File: config.mk
export PLATFORM = sky130hd
export DESIGN_NAME = qte_cordic_cell
export DESIGN_NICKNAME = d
export VERILOG_FILES = /design/src/sv/quaternion_to_euler_macros.svh /design/src/sv/qte_pkg.sv /design/src/sv/qte_cordic_cell.sv
export SDC_FILE = /design/constraint.sdc
export NUM_CORES = 1
export LEC_CHECK = 0
export ABC_AREA = 1
export ABC_CLOCK_PERIOD_IN_PS = 4100
export BUFFER_PORTS_ARGS = -buffer_cell sky130_fd_sc_hd__buf_4
export CORE_MARGIN = 3
export CORE_UTILIZATION = 62
export DETAILED_ROUTE_END_ITERATION = 6
export GPL_ROUTABILITY_DRIVEN = 0
export PLACE_DENSITY_LB_ADDON = 0.2
export SETUP_SLACK_MARGIN = 0.02
export SLEW_MARGIN = 15
export SYNTH_ARGS = -nofsm -noshare
export SYNTH_HDL_FRONTEND = slang
export SYNTH_SLANG_ARGS = --single-unit
File: constraint.sdc
create_clock -name clk -period 4.1 [get_ports clk]
set_input_delay 0.41 -clock clk [delete_from_list [all_inputs] [get_ports clk]]
set_output_delay 0.41 -clock clk [all_outputs]
set_load 0.05 [all_outputs]
File: src/sv/quaternion_to_euler_macros.svh
// ---------------------------------------------------------------------------
// quaternion_to_euler_macros
// assertion helpers shared by the converter rtl
// ---------------------------------------------------------------------------
`ifndef QUATERNION_TO_EULER_MACROS_SVH
`define QUATERNION_TO_EULER_MACROS_SVH

// same-cycle implication
`define QTE_ASSERT_IMPL(lbl, ante, cons, msg) \
  lbl: assert property (@(posedge clk) disable iff (rst) (ante) |-> (cons)) \
    else $error(msg);

// next-cycle implication
`define QTE_ASSERT_NEXT(lbl, ante, cons, msg) \
  lbl: assert property (@(posedge clk) disable iff (rst) (ante) |=> (cons)) \
    else $error(msg);

`endif

File: src/sv/qte_pkg.sv
// ---------------------------------------------------------------------------
// qte_pkg
// types, constants and tables of the quaternion to euler converter
// ---------------------------------------------------------------------------
`default_nettype none

package qte_pkg;

  localparam int CORDIC_STEPS_DEF = 16;
  localparam int ATAN_ENTRIES     = 24;
  localparam int IN_FRAC_BITS     = 14;
  localparam int CW               = 36;
  localparam int AW               = 34;
  localparam int NW               = 31;
  localparam int DW               = 33;
  localparam int RW               = 62;
  localparam int DIV_CELLS        = NW;
  localparam int SQRT_CELLS       = NW;

  localparam logic signed [CW-1:0] ONE = {{(CW-1){1'b0}}, 1'b1} << (2 * IN_FRAC_BITS);
  localparam logic signed [AW-1:0] HALF_TURN   = AW'(64'sd2147483648);
  localparam logic        [31:0]   PI_Q29      = 32'd1686629713;
  localparam logic        [14:0]   ANGLE_LIMIT = 15'd25736;
  localparam logic signed [15:0]   PITCH_LOCK  = 16'sd12868;
  localparam logic signed [25:0]   LOCK_SCALE  = 26'sd20000000;
  localparam logic signed [24:0]   LOCK_BOUND  = 25'sd9999998;

  typedef enum logic [1:0] {
    LOCK_NONE = 2'd0,
    LOCK_POS  = 2'd1,
    LOCK_NEG  = 2'd2
  } lock_t;

  typedef struct packed {
    logic signed [15:0] quat_w;
    logic signed [15:0] quat_x;
    logic signed [15:0] quat_y;
    logic signed [15:0] quat_z;
  } quat_t;

  typedef struct packed {
    logic signed [15:0] yaw_angle;
    logic signed [15:0] pitch_angle;
    logic signed [15:0] roll_angle;
    lock_t              lock_case;
  } euler_t;

  typedef struct packed {
    logic               zero;
    logic signed [CW-1:0] x;
    logic signed [CW-1:0] y;
    logic signed [AW-1:0] ang;
  } cord_t;

  typedef struct packed {
    logic [DW-1:0] norm;
    logic [DW:0]   rem;
    logic [NW-1:0] quo;
    logic          neg;
    logic          nz;
  } div_t;

  typedef struct packed {
    logic [RW-1:0]        v;
    logic [RW-1:0]        res;
    logic signed [NW:0]   s;
  } sqr_t;

  function automatic logic [31:0] atan_turn(input int i);
    case (i)
      0:       return 32'd536870912;
      1:       return 32'd316933406;
      2:       return 32'd167458907;
      3:       return 32'd85004756;
      4:       return 32'd42667331;
      5:       return 32'd21354465;
      6:       return 32'd10679838;
      7:       return 32'd5340245;
      8:       return 32'd2670163;
      9:       return 32'd1335087;
      10:      return 32'd667544;
      11:      return 32'd333772;
      12:      return 32'd166886;
      13:      return 32'd83443;
      14:      return 32'd41722;
      15:      return 32'd20861;
      16:      return 32'd10430;
      17:      return 32'd5215;
      18:      return 32'd2608;
      19:      return 32'd1304;
      20:      return 32'd652;
      21:      return 32'd326;
      22:      return 32'd163;
      23:      return 32'd81;
      default: return 32'd0;
    endcase
  endfunction

  // half-turn prerotation for a vector in the left half plane
  function automatic cord_t cord_pre(input logic signed [CW-1:0] x,
                                     input logic signed [CW-1:0] y);
    cord_t c;
    c.zero = (x == '0) && (y == '0);
    c.x    = x;
    c.y    = y;
    c.ang  = '0;
    if (x < 0) begin
      c.ang = (y >= 0) ? HALF_TURN : -HALF_TURN;
      c.x   = -x;
      c.y   = -y;
    end
    return c;
  endfunction

endpackage

`default_nettype wire

File: src/sv/qte_cordic_cell.sv
// ---------------------------------------------------------------------------
// qte_cordic_cell
// one vectoring cordic micro-rotation
// ---------------------------------------------------------------------------
`default_nettype none

module qte_cordic_cell #(
  parameter int STEP = 0
) (
  input  logic           clk,
  input  logic           en,
  input  qte_pkg::cord_t d,
  output qte_pkg::cord_t q
);
  import qte_pkg::*;

  localparam logic signed [AW-1:0] ATAN = AW'(atan_turn(STEP));

  logic signed [CW-1:0] dx;
  logic signed [CW-1:0] dy;
  cord_t                nxt;

  always_comb begin
    dx  = d.y >>> STEP;
    dy  = d.x >>> STEP;
    nxt = d;
    if (!d.y[CW-1]) begin
      nxt.x   = d.x + dx;
      nxt.y   = d.y - dy;
      nxt.ang = d.ang + ATAN;
    end else begin
      nxt.x   = d.x - dx;
      nxt.y   = d.y + dy;
      nxt.ang = d.ang - ATAN;
    end
  end

  always_ff @(posedge clk) begin
    if (en) begin
      q <= nxt;
    end
  end

endmodule

`default_nettype wire

== Word level (Yosys, flattened, before mapping) ==
Index checks and enable logic that the tools add are counted.

* Logic and storage cells: 10
* Output and inout port bits: 107
* Input bits: 109
* Bits in registers: 107

* Muxes and demuxes: 1
* $add $sub $neg: 5

{| class="wikitable"
|+ Operators by type and width
! kind !! number
|-
| $mux 106 || 1
|-
| $sub 36x36->36 || 2
|-
| $add 36x36->36 || 1
|-
| $add 34x31->34 const B || 1
|-
| $sub 34x31->34 const B || 1
|}

== Depth between registers and ports, before layout ==
* Word-level depth: 2
* Gate-level depth with buffers: 18

== Worst setup path after synthesis ==
Ideal clock, no wire load.

* Path type: input to register
* From: input port d[34] in the netlist's numbering
* To: register q[66] in the netlist's numbering (data pin)
* Arrival: 1.855 ns
* Slack: 1.992 ns
* Data required time: 3.846 ns
* Cell stages on the path: 15
* Buffers on the path: 0
* Setup time: 0.254 ns
* Cells stage by stage: inv_1 -> ha_1 -> fa_1 -> inv_1 -> nand3_1 -> nand3_1 -> nand2_1 -> nand2_1 -> nand2_1 -> nand2_1 -> nand2_1 -> nand2_1 -> nand2_1 -> nand3_1 -> nand2_1

{| class="wikitable"
|+ RTL lines
! what !! line !! text
|-
| from (decl) || qte_cordic_cell.sv:12 || <nowiki>input qte_pkg::cord_t d,</nowiki>
|-
| to (signal assigned) || qte_cordic_cell.sv:40 || <nowiki>q <= nxt;</nowiki>
|-
| to (decl) || qte_cordic_cell.sv:13 || <nowiki>output qte_pkg::cord_t q</nowiki>
|}

==> run_results.csv <==
group,metric,value,unit
cts,h-tree-depth,3,
run,maxCapViolCount,0,
yosys,syn_area,11300,µm²
worst_setup_path,critPathCaptureType,"register",
layout,fillers,1428,
cts,numCtsBuffers,9,
layout,largest_reg_flops,106,
floorplan,ios,216,
placed_design,port_buffers,215,
global_routing,grt_pass1_wl,54700,µm
cts,cts_buffer_depth,2,
yosys,synthCells,1730,
drt,via_count,12245,
global_routing,grt.total_usage,0.340,
sta,worst_slack,1690,ps
floorplan,die_area,19900,µm²
placed_design,pre_cts_ws,1410,ps
cts,cts_resized,0,
yosys,syn_nets,1955,
drt,routed_wl,35200,µm
yosys,syn_area_per_cell,6.54,µm²
cts,cts.sinks,106,
yosys,yosysSeqAreaShare,0.281,
sta,period_share,0.587,
layout,fin_nets,2136,
status,status,"finished clean",
layout,area_delta_synth_final,17.0,%
floorplan,rows,48,
cts,ctsHoldBuffers,0,
sta,setup_tns,0,ps
drt,drt_first_pass_iters,6,
power_and_ir_drop,p_leak,7.07,nW
drt,vias_per_cell,5.72,
layout,final_common_cell,"nand2_1",
worst_setup_path,timing.critical_path.buf_inv,3,
sta,maxSlewViolCount,0,
sta,worst_pin_slew,972,ps
layout,top_regs,"q (106)",
sta,rsz0062_at_grt,"no",
hold_path,hp-class,"input port to register",
drt,postRouteAntennaNets,0,
global_routing,overflow,0,
worst_setup_path,path_max_fanout,5,
layout,top_register,"q",
layout,antenna_cells,0,
floorplan,core,17600,µm²
yosys,yosysUniqueCellTypes,39,
layout,regArea,3180,µm²
yosys,yosysTopAreaCell,"edfxtp_1",
sta,timing.fmax,415,MHz
power_and_ir_drop,power.density,328,nW/µm²
cts,cts_tree,"yes",
layout,multi_input_area,6750,µm²
worst_setup_path,cp_slowest_cell,"fa_1",
floorplan,start_util,0.643,
drt,drc,0,
yosys,synthTopCellsByArea,"edfxtp_1 (28%), nand2_1 (18%), ha_1 (12%)",
sta,period_needed,2410,ps
floorplan,die_x,141,µm
power_and_ir_drop,irDropWorstVdd,270,µV
sta,final-hold-violation-count,0,
worst_setup_path,critical-path-max-stage-delay,410,ps
worst_setup_path,crit_path_frequent_cell,"nand2_1",
cts,path_clk_slew,90,ps
worst_setup_path,path_class,"input port to register",
global_routing,grt_pass1_vias,11166,
sta,setup_viol,0,
cts,cts_setup_buffers,0,
yosys,yosysWarnings,0,
placed_design,place_hpwl,28500,µm
worst_setup_path,crit_path_start_kind,"input port",
layout,drive_gt1_frac,0.132,
yosys,synth_seq_cells,106,
cts,cts_root_buffer,"clkbuf_16",
global_routing,antenna_found_initial,1,
floorplan,die_h,141,µm
worst_setup_path,path_cells,"buf_4 -> ha_1 -> inv_1 -> fa_1 -> inv_1 -> nand2_1 -> nand3_1 -> nand3_1 -> nand2_1 -> nand2_1 -> nand2_1 -> nand2_1 -> nand2_1 -> nand2_1 -> nand3_1 -> nand2_1",
worst_setup_path,cp.arrival,2520,ps
layout,layout_common_cells,"nand2_1 (544), inv_1 (294), buf_4 (218)",
yosys,synth.top_cell.area_share,0.281,
sta,slew-limit-headroom,0.352,
drt,drtIter0Drc,1685,
global_routing,grt_max_degree,76,
drt,detail_route.wl_per_cell,16.4,µm
worst_setup_path,crit_required,4220,ps
worst_setup_path,crit_family,"simple AND/OR/NAND/NOR gates",
-- metal layers --
metal  vias up  routed length [µm]  GRT usage
met5         -                   7          0
met4         2                1430      0.136
met3       127                4880     0.0767
met2       856               15100      0.537
met1      5415               13700      0.454
li1       5845                   -          -
-- stage by stage --
stage	hold WS, ps	util	cells	power [mW]	area, µm²
final	216	0.752	2140	4.34	13200
after global routing	213	0.752	2140	4.54	13200
after CTS	216	0.752	2140	4.29	13200
after detailed placement	590	0.736	2125	3.43	13000
after global placement	588	0.736	2125	3.39	13000
after floorplan	509	-	1730	2.81	11300
-- cell families after synthesis --
logic type      share of synthesized area
flops                               0.281
fa+ha+maj                           0.131
buf+inv                             0.123
compound gates                      0.114
xor+xnor                           0.0302
simple gates                        0.321
-- power breakdown --
part           switching, mW  internal, mW
logic                   1.44         0.604
clock network          0.451         0.426
registers             0.0455          1.37
total                   1.94          2.40
-- Yosys cell counts (all sizes together) --
master	count
ha	112
o21ai	83
o21a	1
o22ai	9
a21oi	118
buf	37
nand4	6
a31oi	3
or2	2
nor4	2
nor3	16
edfxtp	106
nor2	153
nand3	149
clkbuf	11
o211ai	1
nand2	548
xnor2	4
nand3b	4
xor2	35
a21boi	1
inv	296
o21bai	21
fa	4
and2	5
a21o	3
-- layout make-up --
cell class,instances,share of cell area
flip-flops and latches,106,0.240
clock inverters,6,0.00435
clock buffers,9,0.0170
multi-input cells,1280,0.509
inverters,296,0.0839
repair buffers,218,0.124
well taps,225,0.0213
-- final timing paths --
check    end  cells past startpoint  slack (ps)   from
max    q[58]                     16        1690  d[34]
min    q[19]                      1         220  d[19]
No activity file was read; power rests on OpenSTA's default activity.
