`src/sv/quaternion_to_euler_macros.svh`:
```
// ---------------------------------------------------------------------------
// quaternion_to_euler_macros
// assertion helpers shared by the converter rtl
// ---------------------------------------------------------------------------
`ifndef QUATERNION_TO_EULER_MACROS_SVH
`define QUATERNION_TO_EULER_MACROS_SVH

// same-cycle implication
`define QTE_ASSERT_IMPL(lbl, ante, cons, msg) \
  lbl: assert property (@(posedge clk) disable iff (rst) (ante) |-> (cons)) \
    else $error(msg);

// next-cycle implication
`define QTE_ASSERT_NEXT(lbl, ante, cons, msg) \
  lbl: assert property (@(posedge clk) disable iff (rst) (ante) |=> (cons)) \
    else $error(msg);

`endif

```
`src/sv/qte_pkg.sv`:
```
// ---------------------------------------------------------------------------
// qte_pkg
// types, constants and tables of the quaternion to euler converter
// ---------------------------------------------------------------------------
`default_nettype none

package qte_pkg;

  localparam int CORDIC_STEPS_DEF = 16;
  localparam int ATAN_ENTRIES     = 24;
  localparam int IN_FRAC_BITS     = 14;
  localparam int CW               = 36;
  localparam int AW               = 34;
  localparam int NW               = 31;
  localparam int DW               = 33;
  localparam int RW               = 62;
  localparam int DIV_CELLS        = NW;
  localparam int SQRT_CELLS       = NW;

  localparam logic signed [CW-1:0] ONE = {{(CW-1){1'b0}}, 1'b1} << (2 * IN_FRAC_BITS);
  localparam logic signed [AW-1:0] HALF_TURN   = AW'(64'sd2147483648);
  localparam logic        [31:0]   PI_Q29      = 32'd1686629713;
  localparam logic        [14:0]   ANGLE_LIMIT = 15'd25736;
  localparam logic signed [15:0]   PITCH_LOCK  = 16'sd12868;
  localparam logic signed [25:0]   LOCK_SCALE  = 26'sd20000000;
  localparam logic signed [24:0]   LOCK_BOUND  = 25'sd9999998;

  typedef enum logic [1:0] {
    LOCK_NONE = 2'd0,
    LOCK_POS  = 2'd1,
    LOCK_NEG  = 2'd2
  } lock_t;

  typedef struct packed {
    logic signed [15:0] quat_w;
    logic signed [15:0] quat_x;
    logic signed [15:0] quat_y;
    logic signed [15:0] quat_z;
  } quat_t;

  typedef struct packed {
    logic signed [15:0] yaw_angle;
    logic signed [15:0] pitch_angle;
    logic signed [15:0] roll_angle;
    lock_t              lock_case;
  } euler_t;

  typedef struct packed {
    logic               zero;
    logic signed [CW-1:0] x;
    logic signed [CW-1:0] y;
    logic signed [AW-1:0] ang;
  } cord_t;

  typedef struct packed {
    logic [DW-1:0] norm;
    logic [DW:0]   rem;
    logic [NW-1:0] quo;
    logic          neg;
    logic          nz;
  } div_t;

  typedef struct packed {
    logic [RW-1:0]        v;
    logic [RW-1:0]        res;
    logic signed [NW:0]   s;
  } sqr_t;

  function automatic logic [31:0] atan_turn(input int i);
    case (i)
      0:       return 32'd536870912;
      1:       return 32'd316933406;
      2:       return 32'd167458907;
      3:       return 32'd85004756;
      4:       return 32'd42667331;
      5:       return 32'd21354465;
      6:       return 32'd10679838;
      7:       return 32'd5340245;
      8:       return 32'd2670163;
      9:       return 32'd1335087;
      10:      return 32'd667544;
      11:      return 32'd333772;
      12:      return 32'd166886;
      13:      return 32'd83443;
      14:      return 32'd41722;
      15:      return 32'd20861;
      16:      return 32'd10430;
      17:      return 32'd5215;
      18:      return 32'd2608;
      19:      return 32'd1304;
      20:      return 32'd652;
      21:      return 32'd326;
      22:      return 32'd163;
      23:      return 32'd81;
      default: return 32'd0;
    endcase
  endfunction

  // half-turn prerotation for a vector in the left half plane
  function automatic cord_t cord_pre(input logic signed [CW-1:0] x,
                                     input logic signed [CW-1:0] y);
    cord_t c;
    c.zero = (x == '0) && (y == '0);
    c.x    = x;
    c.y    = y;
    c.ang  = '0;
    if (x < 0) begin
      c.ang = (y >= 0) ? HALF_TURN : -HALF_TURN;
      c.x   = -x;
      c.y   = -y;
    end
    return c;
  endfunction

endpackage

`default_nettype wire

```
`src/sv/qte_div_cell.sv`:
```
// ---------------------------------------------------------------------------
// qte_div_cell
// one restoring division step, one quotient bit per cycle while en is high
// ---------------------------------------------------------------------------
`default_nettype none

module qte_div_cell (
  input  logic          clk,
  input  logic          en,
  input  qte_pkg::div_t d,
  output qte_pkg::div_t q
);
  import qte_pkg::*;

  logic          ge;
  logic [DW:0]   r1;
  div_t          nxt;

  always_comb begin
    ge      = d.rem >= {1'b0, d.norm};
    r1      = ge ? (d.rem - {1'b0, d.norm}) : d.rem;
    nxt     = d;
    nxt.rem = {r1[DW-1:0], 1'b0};
    nxt.quo = {d.quo[NW-2:0], ge};
  end

  always_ff @(posedge clk) begin
    if (en) begin
      q <= nxt;
    end
  end

endmodule

`default_nettype wire

```
`config.mk`:
```
export PLATFORM = sky130hd
export DESIGN_NAME = qte_div_cell
export DESIGN_NICKNAME = d
export VERILOG_FILES = /design/src/sv/quaternion_to_euler_macros.svh /design/src/sv/qte_pkg.sv /design/src/sv/qte_div_cell.sv
export SDC_FILE = /design/constraint.sdc
export NUM_CORES = 1
export LEC_CHECK = 0
export CAP_MARGIN = 20
export CORE_ASPECT_RATIO = 1.5
export CORE_MARGIN = 2
export CORE_UTILIZATION = 45
export CTS_CLUSTER_SIZE = 14
export DETAILED_ROUTE_END_ITERATION = 16
export DONT_BUFFER_PORTS = 1
export SYNTH_ARGS = -nofsm -noshare
export SYNTH_HDL_FRONTEND = slang
export SYNTH_SLANG_ARGS = --single-unit
```
`constraint.sdc`:
```
create_clock -name clk -period 4.6 [get_ports clk]
set_input_delay 0.92 -clock clk [delete_from_list [all_inputs] [get_ports clk]]
set_output_delay 0.92 -clock clk [all_outputs]
set_load 0.05 [all_outputs]
```
After elaboration in Yosys (flattened, before gate mapping):

Cells that the tools add are included.

* memories kept: 0
* output and inout bits: 100
* logic and storage cells: 8
* latch bits: 0
* register bits: 99
* ROM bits: 0
* input bits: 102
* bits in writable memories: 0

* bitwise operators: 0
* add/sub/neg operators: 1
* reductions and logical operators: 0
* $lt $le $gt $ge: 1
* mux-type cells: 1
* multipliers: 0
* div/mod/pow operators: 0
* equality and inequality tests: 0
* shifts and indexed selects: 0

Operators with widths (count)
* >= comparator 34 x 33 -> 1 bit: 1
* 2-to-1 mux 33 bit: 1
* subtractor 33 bit: 1

Longest topological paths before layout:

Gate-level depths: netlist of the first run.

* depth in word-level cells: 2
* gate-level depth with buffers: 14
* depth with buffers taken out: 12

Least setup slack after synthesis of the first run:

Ideal clock, no wire load.

* path kind: input-to-reg
* start: input port d[33] (netlist bit)
* end: register q[35] (netlist bit) (data pin)
* setup time: 0.260 ns
* arrival: 3.106 ns
* buffers on the path: 1
* slack: 1.233 ns
* data required time: 4.340 ns
* stages on the path: 12
* path through: inv_1 ha_1 inv_1 fa_1 a21o_1 a221oi_2 o21ai_2 a21boi_2 o31ai_2 a21oi_4 buf_12 mux2_4

* longest elaborated chain between the ends: 2
* elaborated cells on any way between the ends: 3
* classes of those cells: add/sub (1); order compare (1); mux (1)

Ends and longest elaborated chain
* from (decl): line qte_div_cell.sv:10 `input qte_pkg::div_t d,`
* subtractor 33 bit or >= comparator 34 x 33 -> 1 bit (tied branches): line qte_div_cell.sv:21, qte_div_cell.sv:20
* 2-to-1 mux 33 bit (*): line qte_div_cell.sv:21 `r1 = ge ? (d.rem - {1'b0, d.norm}) : d.rem;`
* via r1[1]: line qte_div_cell.sv:16 `logic [DW:0] r1;`
* to (signal assigned): line qte_div_cell.sv:29 `q <= nxt;`
* to (decl): line qte_div_cell.sv:11 `output qte_pkg::div_t q`

Mark *: on every way through the listed nets, which the timed path passes. The rest lies on a longest branch.
A chain may end at the register's enable or synchronous reset.

Final worst setup path of the first run:

Ends and elaborated chain as after synthesis.

==> impl_metrics.ini, run 1 <==
[timing]
slew_headroom = 0.6044
fin_tns_setup_ns = 0
rsz0062_at_grt = no
post-route-period-util = 0.7457
hold_violations = 0
setup_viol = 0
whs_ns = 0.6627
max_freq_mhz = 291.5
maxSlewViolCount = 0
fin_ws_ns = 1.170
post-route-min-period_ns = 3.430
worst_slew_pin_slew_ns = 0.5870

[setup_path]
critical_path.max_stage_delay_ns = 0.44
path_common_cell = inv_1
path_cells = inv_1 -> ha_1 -> inv_1 -> fa_1 -> a21o_1 -> a221oi_2 -> o21ai_2 -> a21boi_2 -> o31ai_2 -> a21oi_4 -> buf_4 -> mux2_4
crit_buf_inv = 3
crit_fanout = 17
critical_path_class = primary input to register
critPathLaunchType = primary input
timing.critical_path.max_delay_family = compound AO/OA/AOI/OAI gates
slowest_stage = a221oi_2
endpoint_kind = register
cp.required_ns = 4.70
crit_arrival_ns = 3.53

[floorplan]
die_h_um = 139.5
fp.coreArea_um2 = 11960
pin_count = 202
core.rowCount = 49
die_w_um = 94.36
start_util = 0.4610
die_area_um2 = 13170

[clock_network]
cts_resized = 0
clock_path_buffers = 2
clkSinkCount = 99
cts_setup_buffers = 0
cts_hold_buf = 0
cts_tree = built
path_clk_slew_ns = 0.07
h-tree-depth = 3
numCtsBuffers = 9
root_buffer = clkbuf_16

[detailed_routing]
dr.pass1.iters = 4
vias_per_cell = 5.630
wl_per_cell_um = 19.51
drc = 0
drtAntennaViolNets = 0
num_vias = 3496
drt_iter0_drc = 126
drt_wl_total_um = 12120

[logic_synthesis]
synth-edff-count = 99
synth_area_um2 = 5512
synth_warnings = 0
synth_ff_type = edfxtp_1
synthArstFlopShare = 0
synth_seq_area_share = 0.5394
synth-seq-cells = 99
yosys.cell_types.count = 61
synth_fp_nets = 603
syn-instance-count = 467
synth_area_per_cell_um2 = 11.80

[global_route]
grt_pass1_wl_um = 18630
antenna_found_initial = 0
grt_overflow = 0
grt_max_degree = 100
grt_pass1_vias = 3586
grt_usage = 0.1834

[pwr]
internal_power_mw = 1.651
p_leak_nw = 2.264
p_clk_frac = 0.280
swShare = 0.3609
power_mw = 2.584
share_comb_of_total_power = 0.146
power_density_nw_per_um2 = 441.0
ir_drop_uv = 172.2
power_frac_seq = 0.574
power.net_switching_mw = 0.9327

[min_path]
holdPathEnd = q[87]
hp-class = primary input to register
min_path_cells = 0
hold_path_startpoint = d[87]

[final_layout]
largest_register_ffs = 99
register_area_um2 = 2973
reg_top3 = q: 99 flops
antennaDiodeCount = 0
nFillCells = 1072
syn2layout_area_growth_pct = 6.311
finalNetCount = 599
multi_input_area_um2 = 2217
largest_register = q
drive_gt1_frac = 0.1368

[placed_design]
place.detailed.hpwl_um = 9392
place.gp.congestion = 0.8234
preCtsSetupSlack_ns = 0.7835
port_buffers = 0

[job]
max_cap_violations = 0

[run_status]
outcome = complete, no violations
==> worst max-delay path by stage <==
stage / start / endpoint / depth (start not counted) / slack, ns
after floorplan: d[33] / q[35] / 12 / 1.23
after global placement: d[33] / q[35] / 12 / 0.80
after detailed placement: d[33] / q[35] / 12 / 0.78
after CTS: d[33] / q[35] / 12 / 1.15
after global routing: d[33] / q[45] / 12 / 0.98
final: d[33] / q[35] / 12 / 1.17
==> cell usage in the layout (no fill, tap or decap), types with 10 or more instances in the layout <==
cell / n
o21ai_1: 13
nor2_1: 14
xnor2_1: 15
ha_1: 33
o21ai_0: 14
o21ai_2: 20
nand2_2: 10
inv_1: 44
a21o_1: 12
a21oi_1: 32
xor2_1: 13
edfxtp_1: 99
nand2_1: 42
==> stage by stage <==
stage | cells | cell area (µm²) | util
2_1_floorplan | 467 | 5512 | -
3_3_place_gp | 605 | 5573 | 0.4661
3_5_place_dp | 605 | 5573 | 0.4661
4_1_cts | 621 | 5859 | 0.4901
5_1_grt | 621 | 5859 | 0.4901
6_report | 621 | 5859 | 0.4901
==> power by group through the flow <==
stage               clock (mW)  combinational (mW)  sequential [mW]
floorplan                    0               0.321             1.49
global placement             0               0.373             1.50
detailed placement           0               0.377             1.51
CTS                      0.744               0.379             1.49
global route             0.775               0.423             1.49
finish                   0.723               0.377             1.48
==> cell families after synthesis <==
| family | count (synthesis) | share of synthesized area |
|---|---|---|
| other | 1 | 0.0006804 |
| muxes | 1 | 0.002723 |
| buffers and inverters | 63 | 0.05834 |
| AOI/OAI and AO/OA | 136 | 0.1818 |
| adders and majority gates | 34 | 0.07855 |
| and+or+nand+nor | 105 | 0.09398 |
| DFF | 99 | 0.5394 |
| xor gates and xnor gates | 28 | 0.04450 |
==> cell type report <==
class / instances / area share
flip-flops and latches: 99 / 0.5074
multi-input cells: 305 / 0.3784
repair buffers: 3 / 0.003844
clock inverters: 6 / 0.009823
inverters: 45 / 0.02883
well taps: 153 / 0.03267
clock buffers: 10 / 0.03908
==> cell usage after synthesis, drive strengths merged (9+ instances only) <==
master	n	area [µm²]
xnor2	15	131.4
a21oi	34	185.2
a21o	12	90.09
o21ai	48	326.6
ha	33	412.9
nand2	52	220.2
inv	45	168.9
and3	9	58.80
xor2	13	113.9
nor2	14	52.55
buf	15	141.4
edfxtp	99	2973
==> routing by layer <==
metal / up-vias / track usage / wire (µm) / part of all wire
li1: 1701 / - / - / -
met3: 17 / 0.06443 / 967 / 0.080
met2: 159 / 0.3368 / 6437 / 0.53
met1: 1619 / 0.1882 / 4453 / 0.37
met4: 0 / 0.06484 / 259 / 0.021
met5: - / 0 / 0 / 0
Note: power is estimated with default switching activity, not from simulation.
==> run 2, diff against run 1 <==
--- a/config.mk
+++ b/config.mk
@@ -5,6 +5,7 @@
 export SDC_FILE = /design/constraint.sdc
 export NUM_CORES = 1
 export LEC_CHECK = 0
+export ABC_AREA = 1
 export CAP_MARGIN = 20
 export CORE_ASPECT_RATIO = 1.5
 export CORE_MARGIN = 2
==> constraint.sdc (replaced) <==
create_clock -name clk -period 3.1 [get_ports clk]
set_input_delay 0.62 -clock clk [delete_from_list [all_inputs] [get_ports clk]]
set_output_delay 0.62 -clock clk [all_outputs]
set_load 0.05 [all_outputs]
==> impl_metrics.ini, run 2 <==
[clock_network]
cts_tree = built
clkSinkCount = 99
path_clk_slew_ns = 0.08
cts_setup_buffers = 0
root_buffer = clkbuf_16
cts_hold_buf = 0
h-tree-depth = 3
numCtsBuffers = 9
cts_resized = 0
clock_path_buffers = 2

[global_route]
antenna_found_initial = 0
grt_pass1_vias = 4781
grt_max_degree = 100
grt_overflow = 0
grt_pass1_wl_um = 24580
grt_usage = 0.2147

[logic_synthesis]
synthArstFlopShare = 0
synth_warnings = 0
synth-edff-count = 99
netlist_top_cells_area = edfxtp_1, nand2_1, inv_1, ha_1, nand3_1
synth_area_per_cell_um2 = 8.075
yosysTopAreaCell = edfxtp_1
synth_seq_area_share = 0.4720
synth_ff_type = edfxtp_1
synth_commonest_cells = nand2_1, inv_1, edfxtp_1
synth-seq-cells = 99
synth_area_um2 = 6299
synth_fp_nets = 916
synth_top_area_share = 0.4720
yosys.cell_types.count = 31
syn-instance-count = 780
yosysMostFrequentCell = nand2_1

[timing]
setup_viol = 0
rsz0062_at_grt = no
fin_tns_setup_ns = 0
post-route-min-period_ns = 2.403
max_freq_mhz = 416.2
slew_headroom = 0.6654
hold_violations = 0
post-route-period-util = 0.7751
maxSlewViolCount = 0
worst_slew_pin_slew_ns = 0.5019

[detailed_routing]
wl_per_cell_um = 16.62
vias_per_cell = 4.959
dr.pass1.iters = 4
drt_wl_total_um = 15860
drc = 0
num_vias = 4731
drt_iter0_drc = 181
drtAntennaViolNets = 0

[setup_path]
startpoint = d[33]
endpoint_kind = register
endpoint = q[34]
cp.required_ns = 3.18
crit_fanout = 35
slowest_stage = fa_1
critPathLaunchType = primary input
path_cells = inv_1 -> ha_1 -> inv_1 -> fa_1 -> nand3_1 -> nand3_2 -> nand2_1 -> nand2_2 -> nand2_4 -> nand2_8 -> nand2_1 -> o21ai_0
critical_path.max_stage_delay_ns = 0.43
crit_arrival_ns = 2.48
critical_path_class = primary input to register

[final_layout]
nFillCells = 1384
largest_register_ffs = 99
largest_register = q
finalNetCount = 920
antennaDiodeCount = 0
fin_util = 0.4859
stdcell_area_um2 = 6734
syn2layout_area_growth_pct = 6.913
drive_gt1_frac = 0.07224
final_cells = 954
final_cell_mix = nand2_1, inv_1, edfxtp_1, nand3_1, nor2_1
reg_top3 = q: 99 flops
mostFrequentLayoutCell = nand2_1

[placed_design]
dpl_cell_area_um2 = 6447
place.gp.congestion = 0.8456
place_inst = 938
place.detailed.hpwl_um = 12920
port_buffers = 0

[floorplan]
start_util = 0.4545
die_area_um2 = 14980
pin_count = 202
die_h_um = 148.9
fp.coreArea_um2 = 13860
core.rowCount = 53
die_w_um = 100.6

[pwr]
power_mw = 3.900
ir_drop_uv = 345.8
power_density_nw_per_um2 = 579.2
p_leak_nw = 3.389

[run_status]
outcome = complete, no violations

[job]
max_cap_violations = 0

[min_path]
hp-class = primary input to register
## run 2: routing by layer
metal  up-vias  share of wire  global-route usage
met5         -              0                   0
met4         0          0.028             0.07260
met3        21          0.055             0.04592
met2       170           0.56              0.4210
met1      2096           0.36              0.2178
li1       2444              -                   -
## run 2: worst min path at each step
stage	to	slack, ns	cells after the start	startpoint
floorplan	q[0]	0.72	0	d[0]
global route	q[87]	0.35	0	d[87]
detailed placement	q[29]	0.72	0	d[28]
global placement	q[13]	0.72	0	d[12]
CTS	q[86]	0.36	0	d[86]
finish	q[94]	0.37	0	d[94]
## run 2: logic make-up after synthesis
group,count (synthesis),share of synthesized area
adders and majority gates,34,0.06873
xor gates and xnor gates,14,0.01947
and+or+nand+nor,438,0.3113
other,1,0.0005954
buffers and inverters,170,0.1081
AOI/OAI and AO/OA,24,0.01986
DFF,99,0.4720
## run 2: layout make-up
type | count | area (µm²) | area share
Clock buffer | 9 | 225.2 | 0.03344
Tap cell | 165 | 206.4 | 0.03066
Inverter | 160 | 600.6 | 0.08919
Sequential cell | 99 | 2973 | 0.4415
Timing Repair Buffer | 3 | 22.52 | 0.003344
Clock inverter | 7 | 61.31 | 0.009104
Multi-Input combinational cell | 511 | 2645 | 0.3928
## run 2: per-stage QoR
| stage | hold slack [ns] | setup slack [ns] |
|---|---|---|
| floorplan | 0.7189 | 0.8296 |
| global placement | 0.7189 | 0.3325 |
| detailed placement | 0.7189 | 0.2971 |
| CTS | 0.3557 | 0.6758 |
| global route | 0.3539 | 0.5441 |
| finish | 0.3678 | 0.6971 |
## run 2: worst max-delay path, delay by kind of cell
kind,cells,cell delay [ns]
and+or+nand+nor,7,1.04
adders and majority gates,2,0.57
buffers and inverters,2,0.14
AOI/OAI and AO/OA,1,0.09
## run 2: where the power goes
part	internal (mW)	switching, mW	leakage [nW]
Clock	0.559	0.513	0.141
Sequential	1.66	0.527	0.968
Combinational	0.217	0.428	2.28
Total	2.43	1.47	3.39
