**config.mk**
```make
export PLATFORM = sky130hd
export DESIGN_NAME = qte_sqrt_cell
export DESIGN_NICKNAME = d
export VERILOG_FILES = /design/src/sv/quaternion_to_euler_macros.svh /design/src/sv/qte_pkg.sv /design/src/sv/qte_sqrt_cell.sv
export SDC_FILE = /design/constraint.sdc
export NUM_CORES = 1
export LEC_CHECK = 0
export BUFFER_PORTS_ARGS = -buffer_cell sky130_fd_sc_hd__buf_2
export CAP_MARGIN = 30
export CORE_ASPECT_RATIO = 0.8
export CORE_MARGIN = 1
export CORE_UTILIZATION = 40
export DETAILED_ROUTE_END_ITERATION = 8
export PLACE_DENSITY = 0.66
export REMOVE_ABC_BUFFERS = 1
export SETUP_SLACK_MARGIN = 0.4
export SLEW_MARGIN = 20
export SYNTH_ARGS = -nofsm -noshare
export SYNTH_HDL_FRONTEND = slang
export SYNTH_SLANG_ARGS = --single-unit
export TNS_END_PERCENT = 30
```
**constraint.sdc**
```tcl
create_clock -name clk -period 4.4 [get_ports clk]
set_input_delay 0.22 -clock clk [delete_from_list [all_inputs] [get_ports clk]]
set_output_delay 0.22 -clock clk [all_outputs]
set_load 0.01 [all_outputs]
```
**src/sv/quaternion_to_euler_macros.svh**
```systemverilog
// ---------------------------------------------------------------------------
// quaternion_to_euler_macros
// assertion helpers shared by the converter rtl
// ---------------------------------------------------------------------------
`ifndef QUATERNION_TO_EULER_MACROS_SVH
`define QUATERNION_TO_EULER_MACROS_SVH

// same-cycle implication
`define QTE_ASSERT_IMPL(lbl, ante, cons, msg) \
  lbl: assert property (@(posedge clk) disable iff (rst) (ante) |-> (cons)) \
    else $error(msg);

// next-cycle implication
`define QTE_ASSERT_NEXT(lbl, ante, cons, msg) \
  lbl: assert property (@(posedge clk) disable iff (rst) (ante) |=> (cons)) \
    else $error(msg);

`endif

```
**src/sv/qte_pkg.sv**
```systemverilog
// ---------------------------------------------------------------------------
// qte_pkg
// types, constants and tables of the quaternion to euler converter
// ---------------------------------------------------------------------------
`default_nettype none

package qte_pkg;

  localparam int CORDIC_STEPS_DEF = 16;
  localparam int ATAN_ENTRIES     = 24;
  localparam int IN_FRAC_BITS     = 14;
  localparam int CW               = 36;
  localparam int AW               = 34;
  localparam int NW               = 31;
  localparam int DW               = 33;
  localparam int RW               = 62;
  localparam int DIV_CELLS        = NW;
  localparam int SQRT_CELLS       = NW;

  localparam logic signed [CW-1:0] ONE = {{(CW-1){1'b0}}, 1'b1} << (2 * IN_FRAC_BITS);
  localparam logic signed [AW-1:0] HALF_TURN   = AW'(64'sd2147483648);
  localparam logic        [31:0]   PI_Q29      = 32'd1686629713;
  localparam logic        [14:0]   ANGLE_LIMIT = 15'd25736;
  localparam logic signed [15:0]   PITCH_LOCK  = 16'sd12868;
  localparam logic signed [25:0]   LOCK_SCALE  = 26'sd20000000;
  localparam logic signed [24:0]   LOCK_BOUND  = 25'sd9999998;

  typedef enum logic [1:0] {
    LOCK_NONE = 2'd0,
    LOCK_POS  = 2'd1,
    LOCK_NEG  = 2'd2
  } lock_t;

  typedef struct packed {
    logic signed [15:0] quat_w;
    logic signed [15:0] quat_x;
    logic signed [15:0] quat_y;
    logic signed [15:0] quat_z;
  } quat_t;

  typedef struct packed {
    logic signed [15:0] yaw_angle;
    logic signed [15:0] pitch_angle;
    logic signed [15:0] roll_angle;
    lock_t              lock_case;
  } euler_t;

  typedef struct packed {
    logic               zero;
    logic signed [CW-1:0] x;
    logic signed [CW-1:0] y;
    logic signed [AW-1:0] ang;
  } cord_t;

  typedef struct packed {
    logic [DW-1:0] norm;
    logic [DW:0]   rem;
    logic [NW-1:0] quo;
    logic          neg;
    logic          nz;
  } div_t;

  typedef struct packed {
    logic [RW-1:0]        v;
    logic [RW-1:0]        res;
    logic signed [NW:0]   s;
  } sqr_t;

  function automatic logic [31:0] atan_turn(input int i);
    case (i)
      0:       return 32'd536870912;
      1:       return 32'd316933406;
      2:       return 32'd167458907;
      3:       return 32'd85004756;
      4:       return 32'd42667331;
      5:       return 32'd21354465;
      6:       return 32'd10679838;
      7:       return 32'd5340245;
      8:       return 32'd2670163;
      9:       return 32'd1335087;
      10:      return 32'd667544;
      11:      return 32'd333772;
      12:      return 32'd166886;
      13:      return 32'd83443;
      14:      return 32'd41722;
      15:      return 32'd20861;
      16:      return 32'd10430;
      17:      return 32'd5215;
      18:      return 32'd2608;
      19:      return 32'd1304;
      20:      return 32'd652;
      21:      return 32'd326;
      22:      return 32'd163;
      23:      return 32'd81;
      default: return 32'd0;
    endcase
  endfunction

  // half-turn prerotation for a vector in the left half plane
  function automatic cord_t cord_pre(input logic signed [CW-1:0] x,
                                     input logic signed [CW-1:0] y);
    cord_t c;
    c.zero = (x == '0) && (y == '0);
    c.x    = x;
    c.y    = y;
    c.ang  = '0;
    if (x < 0) begin
      c.ang = (y >= 0) ? HALF_TURN : -HALF_TURN;
      c.x   = -x;
      c.y   = -y;
    end
    return c;
  endfunction

endpackage

`default_nettype wire

```
**src/sv/qte_sqrt_cell.sv**
```systemverilog
// ---------------------------------------------------------------------------
// qte_sqrt_cell
// one digit-by-digit square root step, one root bit per cycle while en is high
// ---------------------------------------------------------------------------
`default_nettype none

module qte_sqrt_cell #(
  parameter int SHIFT = 0
) (
  input  logic          clk,
  input  logic          en,
  input  qte_pkg::sqr_t d,
  output qte_pkg::sqr_t q
);
  import qte_pkg::*;

  localparam logic [RW-1:0] BIT = RW'(1) << SHIFT;

  logic [RW-1:0] trial;
  sqr_t          nxt;

  always_comb begin
    trial = d.res + BIT;
    nxt   = d;
    if (d.v >= trial) begin
      nxt.v   = d.v - trial;
      nxt.res = (d.res >> 1) + BIT;
    end else begin
      nxt.res = d.res >> 1;
    end
  end

  always_ff @(posedge clk) begin
    if (en) begin
      q <= nxt;
    end
  end

endmodule

`default_nettype wire

```
; Word level (Yosys, flattened, before mapping)
; Cells that the tools add are included.
[word_totals]
register_bits = 156
wordCells = 10
in_bits = 158
output_inout_bits = 156
[op_classes]
magnitude_cmp = 1
n_mux = 2
n_addsub = 3
[op_table]
columns = cell, n
row1 = adder 61 x 1 -> 62 bit (second input constant), 1
row2 = adder 62 x 1 -> 62 bit (second input constant), 1
row3 = greater-or-equal comparator 62 bit, 1
row4 = 2-to-1 mux 62 bit, 1
row5 = subtractor 62 bit, 1
row6 = 2-to-1 mux 61 bit, 1

; Depth between registers and ports, before layout
; Gate-level depths: netlist (run 1).
[depth]
ltp_word = 3
mapped_depth = 25
ltp_nobuf = 20

; Worst setup path before layout (run 1)
; OpenSTA, ideal clock, no wires.
[synth_path]
path_kind = input to register
start = in d[35] (netlist bit)
end = reg q[80] (netlist bit), data pin
path_slack_ns = -0.227
t_required_ns = 4.142
arrival_time_ns = 4.369
stages = 23
path_buffers = 3
setup_ns = 0.258
cell_sequence = buf_2 -> nand3_1 -> nor2_1 -> nand3_1 -> nor2_1 -> nand2_1 -> or3_1 -> nor2b_1 -> nor2b_1 -> xnor2_1 -> ha_1 -> clkbuf_1 -> nand2_1 -> o21ai_1 -> a21o_1 -> a21oi_1 -> o21ai_0 -> and2_1 -> a21oi_2 -> o31a_1 -> buf_2 -> or4_1 -> xnor2_1
[synth_rtl]
columns = item, line
row1 = start: declaration, qte_sqrt_cell.sv:12  ; input qte_pkg::sqr_t d,
row2 = end signal: assignment, qte_sqrt_cell.sv:35  ; q <= nxt;
row3 = end: declaration, qte_sqrt_cell.sv:13  ; output qte_pkg::sqr_t q

==> reports/qor.csv, run 1 <==
stage,metric,value,unit
outcome,status,"complete, no violations",
route,Routed wire per std cell,20.1,µm
critical_path,worst-path maximum fanout,11,
synth,Post-Syn Area per Cell,9.26,µm²
sta,"Min Clock Period, post-route",4.25,ns
pwr,clock share of power,30.2,%
floorplan,# IOs,314,
layout,biggest regs,q (156),
cts,CTS sink cnt,156,
route,drt first pass iters,5,
critical_path,crit end category,flop,
layout,"Most flops, register",q,
synth,mux cell area share after synthesis,0.0989,%
synth,Yosys top cell area share,41.2,%
grt,vias in the first global route,11652,
sta,Final Hold Viols,0,
sta,pins over their slew limit,0,
cts,H-tree depth,4,
synth,largest family of logic cells by synthesized area,simple AND/OR/NAND/NOR gates,
pwr,Pwr Density,297,mW/mm²
pwr,VDD IR-drop max,0.263,mV
pwr,Psw,1.74,mW
synth,"FF+latch count, synth",156,
synth,synthesized area,0.0114,mm²
route,WL final,45600,µm
synth,post-synthesis simple-gate area fraction,20.0,%
floorplan,Core Region,0.0276,mm²
floorplan,initial core utilization,41.2,%
pwr,Gate power share,33.8,%
synth,Post-Synth XOR/XNOR Area,13.7,%
worst_hold_path,hold crit path type,primary input to flop,
grt,maximum number of pins on one net before global-route repair,93,
sta,Final WS setup,0.154,ns
floorplan,die area,0.0291,mm²
sta,Max Freq,236,MHz
floorplan,Die X,191,µm
cts,CTS tree,yes,
cts,clk root buf,clkbuf_16,
place,gpl congestion,0.983,
layout,layout cells sized above 1,41.3,%
pwr,switching portion of total power,33.2,%
layout,Total Nets Final,2119,
place,HPWL after detailed placement,34800,µm
worst_hold_path,WHS Path Cells,3,
route,Detail Route Antenna Nets,0,
grt,first-pass GRT wire length,66700,µm
floorplan,Die H,153,µm
synth,register area share after synthesis,41.2,%
route,First DRT Iteration DRCs,1202,
critical_path,crit path DAT,4.44,ns
grt,total track usage,30.5,%
sta,Final Cycle Share,96.5,%
floorplan,Rows,54,
synth,Post-Synth Adder-Cell Area,7.21,%
pwr,leakage,7.75,nW
pwr,Flop pwr share,36.0,%
cts,clock edge transition at the registers on the reported setup and hold paths,0.08,ns
route,Via density,5.40,
grt,Congestion Overflow GR,0,
cts,clock tree buffer depth,2,
synth,Netlist cell types,64,
synth,Post-synth top flop,edfxtp_1,
synth,synthesis warning total,0,
route,DR vias,12280,
critical_path,type of origin of the critical path,primary input,
sta,final setup fails,0,
critical_path,Required @ worst endpoint,4.60,ns
sta,worst rel slew slack,38.7,%
place,port buffer count,313,
synth,asr flop ratio synth,0,%
synth,top post-synthesis cells by area,"edfxtp_1 41%, xnor2_1 7.4%, ha_1 7.0%, xor2_1 6.3%, a21oi_1 5.5%",
grt,initial antenna violation count,4,
flow_run,Max-Cap Viols,0,
critical_path,Crit Path Class,primary input to flop,
layout,number of flip-flops in the largest register,156,
sta,RSZ-0062 raised after global routing,yes,
place,DP Worst Slack,-0.510,ns
cts,clock buffer count from CTS,17,
pwr,Int Power,3.49,mW
synth,number of flops mapped to enable cells by yosys,156,
synth,post-synth top area cell,edfxtp_1,
route,# DRC,0,
synth,Synth Area in Compound Gates,14.9,%
synth,post-synthesis cell count,1229,
layout,P&R area growth vs syn,54.6,%
sta,Worst Tran Pin Value,0.919,ns
layout,post-layout util,63.7,%
## what timing repair did
| action | CTS | global route |
|---|---|---|
| endpoints found under the hold margin | 32 | 0 |
| pin swaps | 35 | 30 |
| resized for setup | 69 | 50 |
| hold buffers | 32 | 0 |
| setup buffers | 22 | 13 |
| cloned | 6 | 3 |
| endpoints found under the setup margin | 124 | 124 |
## cell type report
type	count	area [µm²]
Antenna cell	3	7.51
Clock buffer	17	425
Clock inverter	15	193
Fill cell	2296	10000
Inverter	27	101
Multi-Input combinational cell	994	6840
Sequential cell	156	4680
Tap cell	364	455
Timing Repair Buffer	700	4880
## power by group through the flow
stage | logic [mW] | registers, mW | clock network, mW
2_1_floorplan | 0.652 | 1.99 | 0
3_3_place_gp | 1.54 | 1.92 | 0
3_5_place_dp | 1.55 | 1.91 | 0
4_1_cts | 1.69 | 1.88 | 1.61
5_1_grt | 1.89 | 1.90 | 1.66
6_report | 1.76 | 1.88 | 1.58
## logic make-up (layout without fill, tap and decap cells)
family / after synthesis / in the layout
and+or+nand+nor: 472 / 472
AOI/OAI and AO/OA: 277 / 278
xor gates and xnor gates: 178 / 178
DFF: 156 / 156
buffers and inverters: 80 / 759
adders and majority gates: 65 / 65
muxes: 1 / 1
other: 0 / 3
## final timing paths
kind / start / to / slack [ns]
max: d[38] / q[53] / 0.15
min: d[148] / q[148] / 0.06
## worst max-delay path, cell delays in order
cell	delay, ns
buf_2	0.11
nand3_2	0.09
nor2_2	0.18
buf_4	0.15
and3_4	0.19
nor2b_4	0.14
nand2_1	0.10
nor3_2	0.19
buf_4	0.16
nand2_1	0.06
xor2_1	0.17
ha_1	0.30
buf_4	0.14
nand4_1	0.16
nor4b_4	0.33
nand2b_1	0.13
o2111ai_4	0.26
a21oi_4	0.13
buf_4	0.18
o31ai_4	0.41
buf_6	0.19
buf_16	0.15
nand3_1	0.10
xnor2_1	0.16
## routing by layer
metal	routed length [µm]	vias to the layer above	track usage [%]	share of wire [%]
li1	-	5836	-	-
met2	20100	652	46.8	44
met5	11	-	0	0.024
met3	4200	91	4.82	9.2
met1	20200	5699	43.7	44
met4	1140	2	9.33	2.5
## cell usage in the layout (no fill, tap or decap), types with 12 or more instances in the layout
master,count
dlygate4sd3_1,32
nor2_1,122
buf_4,329
and3_1,22
ha_1,64
a21o_1,35
nand4_1,44
inv_1,26
buf_6,12
edfxtp_1,156
xnor2_1,95
clkbuf_16,20
a21oi_1,124
buf_2,309
o21ai_0,29
xor2_1,78
nand3_1,46
o21bai_1,18
nor3_1,13
nand2_1,129
## synth_stat cells, types with 2 or more instances
cell	instances
and4_1	4
buf_1	3
clkbuf_1	24
nand2b_1	6
or2_2	4
o211ai_1	6
nand3b_1	4
and3_1	23
buf_2	24
a41oi_1	2
nor4_1	11
a211oi_1	5
xor2_1	82
o22ai_1	2
a31o_2	2
nand3_1	48
a21o_1	35
or4_1	3
nand4_1	44
a31oi_1	9
and2_1	4
a21boi_0	3
o21ai_0	37
a22o_1	2
a21oi_1	126
nor3_1	27
o21a_1	2
nor4b_2	2
o221ai_1	2
nand2_1	134
ha_1	64
or3_1	2
o21ai_1	5
and3_4	2
o31ai_2	2
nor2b_1	10
edfxtp_1	156
o31ai_1	3
o31a_1	3
inv_1	26
xnor2_1	96
nor2_1	138
o21bai_1	18
a221oi_1	3
a221o_1	2
## metrics by stage
step	TNS [ns]	cells	power, mW	hold WS [ns]	area (µm²)
2_1_floorplan	-305.27	1176	2.64	0.319	11100
3_3_place_gp	-21.37	2165	3.46	0.396	15600
3_5_place_dp	-34.86	2165	3.46	0.398	15600
4_1_cts	0	2257	5.18	0.0474	17200
5_1_grt	-0.177	2276	5.45	0.0711	17600
6_report	0	2276	5.22	0.0648	17600
No activity file was read; power rests on OpenSTA's default activity.
==> run 2: changes to the inputs <==
- SETUP_SLACK_MARGIN: 0.4 -> not set
==> run 2 against run 1 <==
Compared with the run above:
- die area unchanged
- clock power about the same
- global-route usage is 0.94 points lower
- largest power group unchanged
- wire length is 1.6% lower
- via count down 1.2%
==> reports/qor.csv, run 2 (synthesis gave the netlist of run 1 again) <==
stage,metric,value,unit
flow_run,Max-Cap Viols,0,
outcome,status,"complete, no violations",
pwr,Pwr Density,300,mW/mm²
floorplan,# IOs,314,
place,HPWL after detailed placement,34800,µm
critical_path,type of origin of the critical path,primary input,
layout,fillers,2345,
grt,vias in the first global route,11346,
floorplan,Die X,191,µm
route,Routed wire per std cell,20.0,µm
layout,P&R area growth vs syn,51.3,%
critical_path,worst-path maximum fanout,7,
cts,clock buffer count from CTS,17,
critical_path,slowest CP cell,or4_4,
sta,Setup TNS,0,ns
pwr,VDD IR-drop max,0.268,mV
route,drt first pass iters,5,
sta,worst hold slack,0.0486,ns
route,Via density,5.40,
cts,clock edge transition at the registers on the reported setup and hold paths,0.08,ns
sta,"Min Clock Period, post-route",4.40,ns
layout,post-layout util,62.3,%
layout,"commonest non-fill, non-tap cell in the layout",buf_2,
cts,H-tree depth,4,
layout,layout cells sized above 1,39.6,%
sta,RSZ-0062 raised after global routing,yes,
grt,first-pass GRT wire length,64800,µm
layout,Total Nets Final,2090,
critical_path,Required @ worst endpoint,4.68,ns
sta,Final Cycle Share,100,%
critical_path,Crit Path Class,primary input to flop,
layout,number of flip-flops in the largest register,156,
place,port buffer count,313,
layout,Finished Cell Area,0.0172,mm²
layout,FF+latch area,0.00468,mm²
cts,clock tree buffer depth,2,
cts,CTS sink cnt,156,
place,DP Worst Slack,-0.510,ns
layout,"Most flops, register",q,
route,Detail Route Antenna Nets,0,
layout,biggest regs,q (156),
layout,"commonest non-fill, non-tap cells in the layout","309 x buf_2, 302 x buf_4, 156 x edfxtp_1",
floorplan,die area,0.0291,mm²
grt,maximum number of pins on one net before global-route repair,93,
sta,Final WS setup,0.00155,ns
critical_path,worst path bufs/invs,4,
sta,worst rel slew slack,38.7,%
route,WL final,44900,µm
sta,Max Freq,227,MHz
floorplan,Core Region,0.0276,mm²
critical_path,crit path DAT,4.68,ns
layout,multi-input logic area,0.00673,mm²
place,gpl congestion,0.983,
sta,pins over their slew limit,0,
grt,total track usage,29.5,%
sta,final setup fails,0,
critical_path,crit end category,flop,
critical_path,crit-path most repeated cell,nand4_1,
floorplan,Rows,54,
critical_path,Crit path max-delay family,simple AND/OR/NAND/NOR gates,
grt,initial antenna violation count,3,
sta,Worst Tran Pin Value,0.919,ns
floorplan,Die H,153,µm
route,DR vias,12127,
cts,CTS tree,yes,
route,# DRC,0,
route,First DRT Iteration DRCs,1040,
critical_path,crit-path cells,buf_6 -> and3_4 -> and3_4 -> nand4_4 -> or4_4 -> nor4_4 -> nand4_1 -> inv_2 -> nand4_4 -> nor2_4 -> xnor2_2 -> ha_1 -> nand4_1 -> or4_4 -> nor2_4 -> nand4_1 -> nand3b_1 -> o21ba_4 -> o31a_4 -> buf_12 -> buf_12 -> nor2_2 -> xor2_1,
critical_path,critical path's largest stage delay,0.55,ns
place,placed cell area,0.0156,mm²
pwr,Tot Pwr,5.17,mW
floorplan,initial core utilization,41.2,%
grt,Congestion Overflow GR,0,
cts,clk root buf,clkbuf_16,
worst_hold_path,hold crit path type,primary input to flop,
pwr,leakage,7.56,nW
layout,"non-filler cells, final",2246,
sta,Final Hold Viols,0,
place,Placed Cells incl. Taps,2165,
-- run 2: final timing paths --
| kind | start | to | cells after the start |
|---|---|---|---|
| max | d[56] | q[50] | 23 |
| min | d[148] | q[148] | 3 |
-- run 2: cell type report --
cell class                 instances  area share (%)
antenna                            2          0.0291
clock buffer                      17            2.47
clock inverter                    15            1.12
inverter                          27           0.588
multi-input combinational        993            39.1
sequential                       156            27.2
tap                              364            2.64
timing repair buffer             672            26.9
-- run 2: worst min-delay path: stages --
cell and delay, ns:
buf_2 0.09, nand2_1 0.04, o31ai_1 0.05
-- run 2: layer usage --
metal  track usage (%)  wire length (µm)  vias to the layer above
li1                  -                 -                     5764
met1              42.5             20100                     5652
met2              45.0             19700                      639
met3              5.33              4070                       70
met4              8.57               977                        2
met5                 0                10                        -
-- run 2: where the power goes --
part | total (mW) | leakage, nW | switching [mW] | internal [mW]
logic | 1.70 | 5.73 | 0.911 | 0.792
registers | 1.88 | 1.53 | 0.0503 | 1.83
clock network | 1.59 | 0.302 | 0.763 | 0.822
-- run 2: repair_timing --
action | in CTS | in global routing
resized for setup | 1 | 93
gates cloned | 0 | 6
endpoints found under the hold margin | 32 | 0
pin swaps | 0 | 50
endpoints found under the setup margin | 2 | 124
setup buffers | 0 | 10
hold buffers | 32 | 0
==> run 3: changes to the inputs <==
- CTS_CLUSTER_SIZE: not set -> 25
- REMOVE_ABC_BUFFERS: 1 -> not set
- SKIP_LAST_GASP: not set -> 1
==> run 3 against run 2 <==
Compared with the run above:
- sequential share of layout area grew 0.77 points
- power decreased by 2.0%
- die area did not move
- final area is 2.8% lower
- first-iteration DRC count up 10%
- clock-buffer cell count unchanged
- final cell count fell by 0.49%
- combinational power down 4%
- hold slack improved by 0.053 ns
- non-clock buffer count fell by 15
- sequential power about the same
- largest cell class unchanged
==> reports/qor.csv, run 3 (synthesis gave the netlist of run 1 again) <==
stage,metric,value,unit
cts,clock buffer count from CTS,17,
grt,vias in the first global route,11727,
cts,clock edge transition at the registers on the reported setup and hold paths,0.07,ns
layout,Finished Cell Area,0.0167,mm²
cts,H-tree depth,4,
critical_path,crit-path cells,buf_2 -> and3_4 -> and3_4 -> nand4_4 -> or4_4 -> nor4_4 -> nor2b_1 -> buf_4 -> xnor2_1 -> ha_1 -> inv_1 -> o21bai_1 -> a21oi_1 -> o21ai_0 -> a2111oi_1 -> a21oi_1 -> a22o_1 -> a311o_1 -> xnor2_1 -> a21oi_1,
layout,P&R area growth vs syn,47.2,%
pwr,leakage,7.32,nW
pwr,Pwr Density,302,mW/mm²
layout,FF+latch area,0.00468,mm²
critical_path,crit-path most repeated cell,a21oi_1,
floorplan,initial core utilization,41.2,%
pwr,Int Power,3.35,mW
place,gpl congestion,0.969,
sta,RSZ-0062 raised after global routing,yes,
outcome,status,"complete, no violations",
route,Routed wire per std cell,20.4,µm
place,port buffer count,313,
route,drt first pass iters,5,
layout,"Most flops, register",q,
critical_path,worst path bufs/invs,3,
pwr,clock share of power,30.4,%
worst_hold_path,min-delay src,d[101],
worst_hold_path,hold crit path type,primary input to flop,
layout,fillers,2460,
layout,number of flip-flops in the largest register,156,
critical_path,Crit path max-delay family,compound AO/OA/AOI/OAI gates,
floorplan,Rows,54,
sta,Setup TNS,0,ns
route,First DRT Iteration DRCs,1147,
grt,Congestion Overflow GR,0,
flow_run,Max-Cap Viols,0,
sta,Final Hold Viols,0,
layout,biggest regs,q (156),
floorplan,die area,0.0291,mm²
pwr,Flop pwr share,37.3,%
sta,"Min Clock Period, post-route",4.32,ns
critical_path,slowest CP cell,or4_4,
route,# DRC,0,
critical_path,crit path DAT,4.52,ns
route,WL final,45500,µm
cts,clock tree buffer depth,2,
sta,worst rel slew slack,37.3,%
grt,maximum number of pins on one net before global-route repair,96,
pwr,VDD IR-drop max,0.282,mV
grt,first-pass GRT wire length,66500,µm
layout,"commonest non-fill, non-tap cell in the layout",buf_2,
worst_hold_path,WHS Endpoint,q[101],
critical_path,critical path's largest stage delay,0.47,ns
route,Via density,5.44,
place,HPWL after detailed placement,35800,µm
sta,pins over their slew limit,0,
floorplan,Core Region,0.0276,mm²
sta,Final Cycle Share,98.1,%
place,placed cell area,0.0155,mm²
grt,total track usage,30.3,%
cts,CTS sink cnt,156,
route,Detail Route Antenna Nets,0,
pwr,Psw,1.71,mW
synth,Synthesized Nets,1452,
sta,Worst Tran Pin Value,0.941,ns
layout,Total Nets Final,2075,
route,DR vias,12148,
floorplan,Die X,191,µm
critical_path,Crit Path Class,primary input to flop,
critical_path,worst-path maximum fanout,6,
worst_hold_path,WHS Path Cells,2,
floorplan,Die H,153,µm
floorplan,# IOs,314,
sta,final setup fails,0,
critical_path,Required @ worst endpoint,4.60,ns
cts,CTS tree,yes,
pwr,Gate power share,32.3,%
sta,Max Freq,232,MHz
layout,layout cells sized above 1,37.6,%
critical_path,crit end category,flop,
layout,"commonest non-fill, non-tap cells in the layout","312 x buf_2, 303 x buf_4, 156 x edfxtp_1",
pwr,switching portion of total power,33.8,%
cts,clk root buf,clkbuf_16,
grt,initial antenna violation count,8,
critical_path,type of origin of the critical path,primary input,
layout,multi-input logic area,0.00651,mm²
## run 3: changes by cell type in the layout (fill, tap and decap cells not counted), sizes merged
| cell | previous run | this run |
|---|---|---|
| buf | 634 | 622 |
| clkinv | 6 | 10 |
| diode | 2 | 6 |
| inv | 35 | 31 |
| clkbuf | 23 | 20 |
| bufinv | 1 | 0 |
| clkinvlp | 0 | 1 |
## run 3: routing by layer
metal  share of wire [%]  up-vias  GRT usage, %
met1                  42     5629          40.6
met4                 3.4        4          10.9
met2                  44      686          47.1
met3                  10      103          7.60
li1                    -     5726             -
met5               0.062        -             0
## run 3: cell type report
class	count	share of cell area, %
antenna	6	0.0896
clock buffer	17	2.54
clock inverter	15	1.15
tap	364	2.72
sequential	156	28.0
multi-input combinational	993	38.8
inverter	27	0.605
timing repair buffer	657	26.1
## run 3: how the worst max path moves through the flow
stage	from	endpoint	slack, ns	depth (start not counted)
after floorplan	d[55]	q[80]	-0.03	21
after global placement	d[55]	q[77]	-0.37	22
after detailed placement	d[55]	q[67]	-0.43	22
after CTS	d[39]	q[153]	0.0005	23
after global routing	d[55]	q[155]	-0.12	20
final	d[55]	q[155]	0.08	20
## run 3: power by group through the flow
stage	Combinational (mW)	Clock, mW	Sequential (mW)
finish	1.64	1.54	1.89
global route	1.76	1.61	1.90
CTS	1.56	1.57	1.89
detailed placement	1.52	0	1.92
global placement	1.51	0	1.92
floorplan	0.671	0	1.99
## run 3: what timing repair did
item | in CTS | in global routing
resized for setup | 0 | 30
setup endpoints to repair | 0 | 103
buffers inserted | 0 | 7
hold endpoints to repair | 32 | 0
hold buffers | 32 | 0
## run 3: per-stage QoR
step	worst slack, ns	instances	power, mW	utilization [%]	hold slack [ns]
final	0.0826	2235	5.07	60.6	0.101
after global routing	-0.120	2232	5.27	60.6	0.0853
after CTS	0.000526	2219	5.02	59.5	0.0672
after detailed placement	-0.432	2155	3.44	56.1	0.399
after global placement	-0.371	2155	3.43	56.1	0.397
after floorplan	-0.0269	1229	2.66	-	0.319
